`config.mk`:
```
export PLATFORM = sky130hd
export DESIGN_NAME = accel_peak_step_run_detector_top
export DESIGN_NICKNAME = d
export VERILOG_FILES = /design/src/rtl/apsrd_pkg.sv /design/src/rtl/apsrd_front.sv /design/src/rtl/apsrd_queue.sv /design/src/rtl/apsrd_back.sv /design/src/rtl/accel_peak_step_run_detector_top.sv
export SDC_FILE = /design/constraint.sdc
export NUM_CORES = 2
export LEC_CHECK = 0
export BUFFER_PORTS_ARGS = -buffer_cell sky130_fd_sc_hd__buf_4
export CORE_UTILIZATION = 55
export DETAILED_ROUTE_END_ITERATION = 8
export GPL_TIMING_DRIVEN = 1
export PLACE_DENSITY = 0.83
export SLEW_MARGIN = 15
export SYNTH_ARGS = -nofsm -noshare
export SYNTH_HDL_FRONTEND = slang
export SYNTH_HIERARCHICAL = 1
export SYNTH_SLANG_ARGS = --single-unit
```
`constraint.sdc`:
```
create_clock -name clk -period 11.69 [get_ports clk]
set_input_delay 1.169 -clock clk [delete_from_list [all_inputs] [get_ports clk]]
set_output_delay 1.169 -clock clk [all_outputs]
set_load 0.02 [all_outputs]
```
`src/rtl/apsrd_pkg.sv`:
```
// Shared types and constants of the accelerometer peak step run detector.
// No dependencies; every other file of the block refers to it by scoped names.
package apsrd_pkg;

  localparam int ACC_W    = 16;
  localparam int TIME_W   = 32;
  localparam int THR_W    = 14;
  localparam int MS_W     = 16;
  localparam int STEP_W   = 8;
  localparam int MAG_W    = 15;
  localparam int MAGSQ_W  = 30;
  localparam int SQ_W     = 31;
  localparam int SUM_W    = 32;
  localparam int CFG_A_W  = 3;
  localparam int CFG_D_W  = 16;

  localparam logic [MAG_W-1:0]  ONE_G    = 15'd16384;
  localparam logic [STEP_W-1:0] STEP_MAX = 8'd255;

  localparam int QUEUE_DEPTH_DEF = 4;

  typedef enum logic [CFG_A_W-1:0] {
    REG_PEAK_THRESHOLD  = 3'd0,
    REG_MIN_INTERVAL_MS = 3'd1,
    REG_MAX_INTERVAL_MS = 3'd2,
    REG_REQUIRED_STEPS  = 3'd3,
    REG_STOP_TIMEOUT_MS = 3'd4
  } cfg_reg_t;

  localparam logic [THR_W-1:0]  RST_PEAK_THRESHOLD  = 14'd8192;
  localparam logic [MS_W-1:0]   RST_MIN_INTERVAL_MS = 16'd250;
  localparam logic [MS_W-1:0]   RST_MAX_INTERVAL_MS = 16'd800;
  localparam logic [STEP_W-1:0] RST_REQUIRED_STEPS  = 8'd4;
  localparam logic [MS_W-1:0]   RST_STOP_TIMEOUT_MS = 16'd1000;

  // classified sample handed from front to back
  typedef struct packed {
    logic              above;
    logic [TIME_W-1:0] time_ms;
  } item_t;

  // step and run settings used by the back end
  typedef struct packed {
    logic [MS_W-1:0]   gap_min_ms;
    logic [MS_W-1:0]   gap_max_ms;
    logic [STEP_W-1:0] run_steps;
    logic [MS_W-1:0]   stop_timeout_ms;
  } step_cfg_t;

endpackage

```
`src/rtl/apsrd_front.sv`:
```
// Front end: accepts samples, squares the axes, classifies the magnitude as outside/inside the 1g +/- threshold band.
// Uses apsrd_pkg; pushes classified items into apsrd_queue under a credit count.
module apsrd_front #(
  parameter int QUEUE_DEPTH = apsrd_pkg::QUEUE_DEPTH_DEF
) (
  input  logic                             clk,
  input  logic                             rst_n,
  input  logic                             in_valid,
  output logic                             in_ready,
  input  logic signed [apsrd_pkg::ACC_W-1:0] in_accel_x,
  input  logic signed [apsrd_pkg::ACC_W-1:0] in_accel_y,
  input  logic signed [apsrd_pkg::ACC_W-1:0] in_accel_z,
  input  logic [apsrd_pkg::TIME_W-1:0]     in_time_ms,
  input  logic [apsrd_pkg::THR_W-1:0]      pk_thr,
  input  logic                             pop,
  output logic                             push,
  output apsrd_pkg::item_t                 push_item
);

  localparam int CNT_W = $clog2(QUEUE_DEPTH + 1);

  logic [CNT_W-1:0] credit_r, credit_nxt;
  logic             s1_valid_r;
  logic [apsrd_pkg::SQ_W-1:0]    sq_x_r, sq_y_r, sq_z_r;
  logic [apsrd_pkg::TIME_W-1:0]  s1_time_r;
  logic [apsrd_pkg::MAGSQ_W-1:0] hi_sq_r, lo_sq_r;

  logic signed [31:0] prod_x, prod_y, prod_z;
  logic [apsrd_pkg::MAG_W-1:0]   hi, lo;
  logic [apsrd_pkg::MAGSQ_W-1:0] hi_sq, lo_sq;
  logic [apsrd_pkg::SUM_W-1:0]   mag_sq;
  logic                          accept;

  assign in_ready = (credit_r < CNT_W'(QUEUE_DEPTH));
  assign accept   = in_valid && in_ready;

  always_comb begin
    credit_nxt = credit_r;
    if (accept && !pop) begin
      credit_nxt = credit_r + CNT_W'(1);
    end else if (!accept && pop) begin
      credit_nxt = credit_r - CNT_W'(1);
    end
  end

  assign prod_x = 32'(in_accel_x) * 32'(in_accel_x);
  assign prod_y = 32'(in_accel_y) * 32'(in_accel_y);
  assign prod_z = 32'(in_accel_z) * 32'(in_accel_z);

  assign hi    = apsrd_pkg::ONE_G + apsrd_pkg::MAG_W'(pk_thr);
  assign lo    = apsrd_pkg::ONE_G - apsrd_pkg::MAG_W'(pk_thr);
  assign hi_sq = apsrd_pkg::MAGSQ_W'(hi) * apsrd_pkg::MAGSQ_W'(hi);
  assign lo_sq = apsrd_pkg::MAGSQ_W'(lo) * apsrd_pkg::MAGSQ_W'(lo);

  always_ff @(posedge clk) begin
    if (!rst_n) begin
      credit_r   <= '0;
      s1_valid_r <= 1'b0;
    end else begin
      credit_r   <= credit_nxt;
      s1_valid_r <= accept;
    end
  end

  always_ff @(posedge clk) begin
    hi_sq_r <= hi_sq;
    lo_sq_r <= lo_sq;
    if (accept) begin
      sq_x_r    <= prod_x[apsrd_pkg::SQ_W-1:0];
      sq_y_r    <= prod_y[apsrd_pkg::SQ_W-1:0];
      sq_z_r    <= prod_z[apsrd_pkg::SQ_W-1:0];
      s1_time_r <= in_time_ms;
    end
  end

  assign mag_sq = apsrd_pkg::SUM_W'(sq_x_r) + apsrd_pkg::SUM_W'(sq_y_r)
                + apsrd_pkg::SUM_W'(sq_z_r);

  assign push              = s1_valid_r;
  assign push_item.above   = (mag_sq > apsrd_pkg::SUM_W'(hi_sq_r)) ||
                             (mag_sq < apsrd_pkg::SUM_W'(lo_sq_r));
  assign push_item.time_ms = s1_time_r;

  a_credit_bound: assert property (@(posedge clk) disable iff (!rst_n)
    credit_r <= CNT_W'(QUEUE_DEPTH))
    else $error("front credit count above queue depth");

  a_no_pop_idle: assert property (@(posedge clk) disable iff (!rst_n)
    (credit_r == '0) |-> !pop)
    else $error("pop with no transaction in flight");

endmodule

```
`src/rtl/apsrd_queue.sv`:
```
// Short queue of classified items between front and back end.
// Uses apsrd_pkg for the item type; depth comes from the top-level parameter.
module apsrd_queue #(
  parameter int QUEUE_DEPTH = apsrd_pkg::QUEUE_DEPTH_DEF
) (
  input  logic             clk,
  input  logic             rst_n,
  input  logic             push,
  input  apsrd_pkg::item_t push_item,
  input  logic             pop,
  output logic             empty,
  output apsrd_pkg::item_t head_item
);

  localparam int PTR_W = (QUEUE_DEPTH > 1) ? $clog2(QUEUE_DEPTH) : 1;
  localparam int CNT_W = $clog2(QUEUE_DEPTH + 1);

  apsrd_pkg::item_t entry_r [QUEUE_DEPTH];
  logic [PTR_W-1:0] wr_ptr_r, wr_ptr_nxt, rd_ptr_r, rd_ptr_nxt;
  logic [CNT_W-1:0] count_r, count_nxt;

  assign empty     = (count_r == '0);
  assign head_item = entry_r[rd_ptr_r];

  always_comb begin
    wr_ptr_nxt = wr_ptr_r;
    rd_ptr_nxt = rd_ptr_r;
    count_nxt  = count_r;
    if (push) begin
      wr_ptr_nxt = (wr_ptr_r == PTR_W'(QUEUE_DEPTH - 1)) ? '0 : wr_ptr_r + PTR_W'(1);
    end
    if (pop) begin
      rd_ptr_nxt = (rd_ptr_r == PTR_W'(QUEUE_DEPTH - 1)) ? '0 : rd_ptr_r + PTR_W'(1);
    end
    if (push && !pop) begin
      count_nxt = count_r + CNT_W'(1);
    end else if (!push && pop) begin
      count_nxt = count_r - CNT_W'(1);
    end
  end

  always_ff @(posedge clk) begin
    if (!rst_n) begin
      wr_ptr_r <= '0;
      rd_ptr_r <= '0;
      count_r  <= '0;
    end else begin
      wr_ptr_r <= wr_ptr_nxt;
      rd_ptr_r <= rd_ptr_nxt;
      count_r  <= count_nxt;
    end
  end

  always_ff @(posedge clk) begin
    if (push) begin
      entry_r[wr_ptr_r] <= push_item;
    end
  end

  a_no_overflow: assert property (@(posedge clk) disable iff (!rst_n)
    push |-> (count_r < CNT_W'(QUEUE_DEPTH)))
    else $error("push into full queue");

  a_no_underflow: assert property (@(posedge clk) disable iff (!rst_n)
    pop |-> (count_r != '0))
    else $error("pop from empty queue");

endmodule

```
`src/rtl/apsrd_back.sv`:
```
// Back end: step interval checks, run counter and flag, registered result stage.
// Uses apsrd_pkg; pops classified items from apsrd_queue.
module apsrd_back (
  input  logic                           clk,
  input  logic                           rst_n,
  input  apsrd_pkg::step_cfg_t           cfg,
  input  logic                           empty,
  input  apsrd_pkg::item_t               head_item,
  output logic                           pop,
  output logic                           out_valid,
  input  logic                           out_ready,
  output logic                           out_running,
  output logic                           out_peak_seen,
  output logic [apsrd_pkg::STEP_W-1:0]   out_step_count
);

  logic                          was_above_r;
  logic [apsrd_pkg::TIME_W-1:0]  last_peak_r;
  logic [apsrd_pkg::STEP_W-1:0]  steps_r, steps_nxt;
  logic                          run_r, run_nxt;
  logic                          out_valid_r, out_running_r, out_peak_r;
  logic [apsrd_pkg::STEP_W-1:0]  out_steps_r;

  logic                          peak;
  logic [apsrd_pkg::TIME_W-1:0]  delta;
  logic                          in_window;
  logic [apsrd_pkg::STEP_W-1:0]  steps_win;

  assign pop   = !empty && (!out_valid_r || out_ready);
  assign peak  = head_item.above && !was_above_r;
  assign delta = head_item.time_ms - last_peak_r;

  assign in_window = (delta > apsrd_pkg::TIME_W'(cfg.gap_min_ms)) &&
                     (delta < apsrd_pkg::TIME_W'(cfg.gap_max_ms));

  always_comb begin
    steps_win = '0;
    if (in_window) begin
      steps_win = (steps_r == apsrd_pkg::STEP_MAX) ? steps_r
                                                   : steps_r + apsrd_pkg::STEP_W'(1);
    end
    steps_nxt = steps_r;
    run_nxt   = run_r;
    if (peak) begin
      steps_nxt = steps_win;
      run_nxt   = run_r || (steps_win >= cfg.run_steps);
      if (delta > apsrd_pkg::TIME_W'(cfg.stop_timeout_ms)) begin
        steps_nxt = '0;
        run_nxt   = 1'b0;
      end
    end
  end

  always_ff @(posedge clk) begin
    if (!rst_n) begin
      was_above_r <= 1'b0;
      last_peak_r <= '0;
      steps_r     <= '0;
      run_r       <= 1'b0;
      out_valid_r <= 1'b0;
    end else begin
      if (pop) begin
        was_above_r <= head_item.above;
        steps_r     <= steps_nxt;
        run_r       <= run_nxt;
        if (peak) begin
          last_peak_r <= head_item.time_ms;
        end
        out_valid_r <= 1'b1;
      end else if (out_ready) begin
        out_valid_r <= 1'b0;
      end
    end
  end

  always_ff @(posedge clk) begin
    if (pop) begin
      out_running_r <= run_nxt;
      out_peak_r    <= peak;
      out_steps_r   <= steps_nxt;
    end
  end

  assign out_valid      = out_valid_r;
  assign out_running    = out_running_r;
  assign out_peak_seen  = out_peak_r;
  assign out_step_count = out_steps_r;

  a_out_matches_state: assert property (@(posedge clk) disable iff (!rst_n)
    out_valid_r |-> (out_steps_r == steps_r) && (out_running_r == run_r))
    else $error("result register out of step with detector state");

  a_no_pop_on_stall: assert property (@(posedge clk) disable iff (!rst_n)
    (out_valid_r && !out_ready) |-> !pop)
    else $error("queue popped while result stalled");

endmodule

```
`src/rtl/accel_peak_step_run_detector_top.sv`:
```
// Top level of the accelerometer peak step run detector: config registers and wiring.
// Uses apsrd_pkg, apsrd_front, apsrd_queue and apsrd_back.
//
//  channel | ports                                    | direction
//  --------+------------------------------------------+----------
//  input   | in_valid/in_ready, accel_x/y/z, time_ms  | in
//  result  | out_valid/out_ready, running, peak_seen, | out
//          | step_count                               |
//  config  | cfg_we, cfg_addr, cfg_wdata              | in
//
// One sample per cycle sustained while out_ready holds; out_valid follows through
// registered steps: squares at the accepting edge, classify/queue write, state
// update into result register. Synchronous active-low reset; no clearing pass,
// in_ready is high once reset is released.
// A stalled result stops the back end; the front keeps accepting until the
// QUEUE_DEPTH credits of in-flight transactions are used up.
module accel_peak_step_run_detector_top #(
  parameter int QUEUE_DEPTH = apsrd_pkg::QUEUE_DEPTH_DEF
) (
  input  logic                               clk,
  input  logic                               rst_n,
  input  logic                               in_valid,
  output logic                               in_ready,
  input  logic signed [apsrd_pkg::ACC_W-1:0] in_accel_x,
  input  logic signed [apsrd_pkg::ACC_W-1:0] in_accel_y,
  input  logic signed [apsrd_pkg::ACC_W-1:0] in_accel_z,
  input  logic [apsrd_pkg::TIME_W-1:0]       in_time_ms,
  output logic                               out_valid,
  input  logic                               out_ready,
  output logic                               out_running,
  output logic                               out_peak_seen,
  output logic [apsrd_pkg::STEP_W-1:0]       out_step_count,
  input  logic                               cfg_we,
  input  logic [apsrd_pkg::CFG_A_W-1:0]      cfg_addr,
  input  logic [apsrd_pkg::CFG_D_W-1:0]      cfg_wdata
);

  logic [apsrd_pkg::THR_W-1:0] pk_thr_r;
  apsrd_pkg::step_cfg_t        step_cfg_r;

  logic             push, pop, empty;
  apsrd_pkg::item_t push_item, head_item;

  always_ff @(posedge clk) begin
    if (!rst_n) begin
      pk_thr_r                   <= apsrd_pkg::RST_PEAK_THRESHOLD;
      step_cfg_r.gap_min_ms      <= apsrd_pkg::RST_MIN_INTERVAL_MS;
      step_cfg_r.gap_max_ms      <= apsrd_pkg::RST_MAX_INTERVAL_MS;
      step_cfg_r.run_steps       <= apsrd_pkg::RST_REQUIRED_STEPS;
      step_cfg_r.stop_timeout_ms <= apsrd_pkg::RST_STOP_TIMEOUT_MS;
    end else if (cfg_we) begin
      unique case (cfg_addr)
        apsrd_pkg::REG_PEAK_THRESHOLD:
          pk_thr_r <= cfg_wdata[apsrd_pkg::THR_W-1:0];
        apsrd_pkg::REG_MIN_INTERVAL_MS:
          step_cfg_r.gap_min_ms <= cfg_wdata[apsrd_pkg::MS_W-1:0];
        apsrd_pkg::REG_MAX_INTERVAL_MS:
          step_cfg_r.gap_max_ms <= cfg_wdata[apsrd_pkg::MS_W-1:0];
        apsrd_pkg::REG_REQUIRED_STEPS:
          step_cfg_r.run_steps <= cfg_wdata[apsrd_pkg::STEP_W-1:0];
        apsrd_pkg::REG_STOP_TIMEOUT_MS:
          step_cfg_r.stop_timeout_ms <= cfg_wdata[apsrd_pkg::MS_W-1:0];
        default: ;
      endcase
    end
  end

  apsrd_front #(
    .QUEUE_DEPTH(QUEUE_DEPTH)
  ) u_front (
    .clk            (clk),
    .rst_n          (rst_n),
    .in_valid       (in_valid),
    .in_ready       (in_ready),
    .in_accel_x     (in_accel_x),
    .in_accel_y     (in_accel_y),
    .in_accel_z     (in_accel_z),
    .in_time_ms     (in_time_ms),
    .pk_thr         (pk_thr_r),
    .pop            (pop),
    .push           (push),
    .push_item      (push_item)
  );

  apsrd_queue #(
    .QUEUE_DEPTH(QUEUE_DEPTH)
  ) u_queue (
    .clk       (clk),
    .rst_n     (rst_n),
    .push      (push),
    .push_item (push_item),
    .pop       (pop),
    .empty     (empty),
    .head_item (head_item)
  );

  apsrd_back u_back (
    .clk            (clk),
    .rst_n          (rst_n),
    .cfg            (step_cfg_r),
    .empty          (empty),
    .head_item      (head_item),
    .pop            (pop),
    .out_valid      (out_valid),
    .out_ready      (out_ready),
    .out_running    (out_running),
    .out_peak_seen  (out_peak_seen),
    .out_step_count (out_step_count)
  );

endmodule

```
==> reports/metrics.yaml <==
global_routing:
  grt_antenna_before_repair: 0
  grt_use_total_pct: 25.0
  grt_max_degree: 99
  globalRouteOverflowTotal: 0
  grt_pass1_vias: 44800
  grt_pass1_wl_mm: 225
placed_design:
  gp_congestion: 0.944
  dpl.hpwl_mm: 110
  io_buffers: 115
cts:
  cts_buffers: 49
  cts.path.max_buffers: 3
  clk-insertion-delay-late_ns: 0.62
  cts_resized: 0
  path_clk_slew_ns: 0.06
  cts_setup_buffers: 0
  ctsHoldBuffers: 0
  htreeDepth: 2
  clock_sinks: 446
  root_buffer: "clkbuf_16"
  cts_tree: "yes"
timing:
  slew_violations: 0
  fin_worst_skew_ns: 0.0226
  slew_headroom_pct: 21.4
  finalHoldViolCount: 0
  period_needed_ns: 9.19
  fmax_mhz: 109
  finalCritPeriodShare_pct: 78.6
  setup_violations: 0
  rsz0062_at_grt: "false"
  tns_ns: 0
  tightest_slew_ns: 1.17
synth:
  synth_seq_area_share_pct: 19.1
  syn_area_um2: 60400
  yosysWarnings: 6
  ys_ff_latch: 446
  synth_ff_type: "edfxtp_1"
  ys_async_sr_fraction_pct: 0
  synth_cell_type_count: 104
  synth-edff-count: 264
  syn_inst: 6099
  syn_area_per_cell_um2: 9.91
floorplanning:
  start_util_pct: 55.5
  core-area_um2: 109000
  die-area_um2: 111000
  die_w_um: 333
  boundaryPins: 116
  die_h_um: 333
  num_rows: 121
final_layout:
  syn2layout_area_growth_pct: 6.27
  layout.cells.most_common: "inv_1"
  fill_cells: 8736
  mostFrequentLayoutCells: "inv_1, fa_1, ha_1, nand2_1, nor2_1"
  layout-drive-gt1-share_pct: 4.90
  antenna_cells: 0
  fin_nets: 7872
route:
  drt_wl_total_mm: 135
  drt-pass1-iter-count: 6
  avgViaCountPerCell: 5.45
  drc: 0
  ant_nets: 0
  vias: 41400
  drt_iter0_drc: 2694
  drt-wirelength-per-cell_um: 17.8
run:
  drv_cap: 0
setup_path:
  slowest_stage: "dfxtp_1"
  critical-path-max-stage-delay_ns: 0.80
  worstPathMaxFanout: 20
  cp.required_ns: 12.22
  crit_path_frequent_cell: "fa_1"
  critPathCaptureType: "flip-flop"
  cp_data_arrival_time_ns: 9.72
  worstSetupStartpointType: "flip-flop"
  worst-setup-path-type: "reg2reg"
worst_hold_path:
  hold_path_class: "reg2reg"
run_status:
  status: "completed"
==> cell usage after synthesis (all sizes together) (6+ instances only) <==
library cell | n | area share, %
a211o | 10 | 0.14
a211oi | 30 | 0.38
a21boi | 51 | 0.63
a21o | 95 | 1.2
a21oi | 219 | 1.8
a31o | 6 | 0.087
a31oi | 17 | 0.20
and2 | 206 | 2.1
and3 | 23 | 0.24
buf | 23 | 0.32
clkbuf | 129 | 0.80
clkinv | 8 | 0.050
dfxtp | 182 | 6.0
edfxtp | 264 | 13
fa | 1005 | 33
ha | 617 | 13
inv | 1473 | 9.1
mux2i | 81 | 1.3
mux4 | 33 | 1.2
nand2 | 495 | 3.1
nand2b | 43 | 0.45
nand3 | 50 | 0.41
nand4 | 43 | 0.45
nor2 | 280 | 1.7
nor2b | 66 | 0.68
nor3 | 45 | 0.38
nor3b | 10 | 0.13
nor4 | 9 | 0.11
o2111ai | 8 | 0.12
o211ai | 20 | 0.25
o21a | 39 | 0.48
o21ai | 114 | 0.94
o21bai | 25 | 0.31
o31ai | 11 | 0.14
o41ai | 6 | 0.12
or2 | 16 | 0.17
or3 | 18 | 0.19
xnor2 | 178 | 2.6
xor2 | 66 | 0.96
==> final timing paths <==
check                 startpoint             endpoint  slack (ns)  depth (start not counted)
setup / recovery     pk_thr_r[0]  u_front/lo_sq_r[29]        2.50                         28
hold / removal    step_cfg_r[53]       step_cfg_r[53]        0.46                          2
setup reg to reg     pk_thr_r[0]  u_front/lo_sq_r[29]        2.50                         28
hold reg to reg   step_cfg_r[53]       step_cfg_r[53]        0.46                          2
==> kinds of logic (layout without fill, tap and decap cells) <==
group	after synthesis	after routing	synth area share, %
buf+inv	1633	1710	10.3
fa+ha+maj	1622	1622	46.1
simple gates	1328	1328	10.5
compound gates	706	706	7.73
flops	446	446	19.1
xor+xnor	244	244	3.54
mux	118	118	2.66
other cells	2	11	0.0124
==> sequential cells by signal, summed over array words and instances (netlist names), 3 cells and up, named ones only <==
signal,flops
u_queue/count_r,3
u_back/out_step_count,8
u_queue/entry_r,132
u_back/steps_r,8
pk_thr_r,14
u_front/s1_time_r,32
u_front/sq_z_r,30
u_back/last_peak_r,32
u_front/sq_y_r,30
u_front/credit_r,3
u_front/hi_sq_r,27
step_cfg_r,56
u_front/lo_sq_r,29
u_front/sq_x_r,30
==> critical path: cells and delay by family (launching register included) <==
kind	cells	cell delay (ns)
adders and majority gates	8	3.70
AOI/OAI and AO/OA	7	1.78
buffers and inverters	6	1.24
and+or+nand+nor	5	0.91
DFF	1	0.80
xor gates and xnor gates	2	0.69
==> final cells by class <==
cell class	count	area (µm²)	share of cell area, %
sequential	446	11600	18.0
tap	1414	1770	2.75
clock buffer	65	1350	2.10
multi-input combinational	4029	42700	66.5
inverter	1481	5560	8.66
clock inverter	25	249	0.388
timing repair buffer	139	1040	1.62
==> metal layers <==
layer | part of all wire, % | vias to the layer above | global-route usage [%]
met5 | 0 | - | 0
met4 | 3.9 | 0 | 9.43
met1 | 41 | 20700 | 32.0
met2 | 50 | 1248 | 43.9
met3 | 5.0 | 284 | 2.56
li1 | - | 19200 | -
==> per-stage QoR <==
step	hold slack (ns)	cell area, µm²	std cells	setup WS [ns]	util, %
after global placement	0.441	62600	7509	2.95	57.5
after floorplan	0.432	60500	6108	3.25	-
after CTS	0.459	64200	7599	2.59	59.0
after detailed placement	0.447	62600	7509	2.68	57.5
final	0.457	64200	7599	2.50	59.0
after global routing	0.478	64200	7599	2.10	59.0
Power is left out: the tool's default activity adds up to more than one toggle a clock period on the data nets, which glitch-free logic cannot reach.
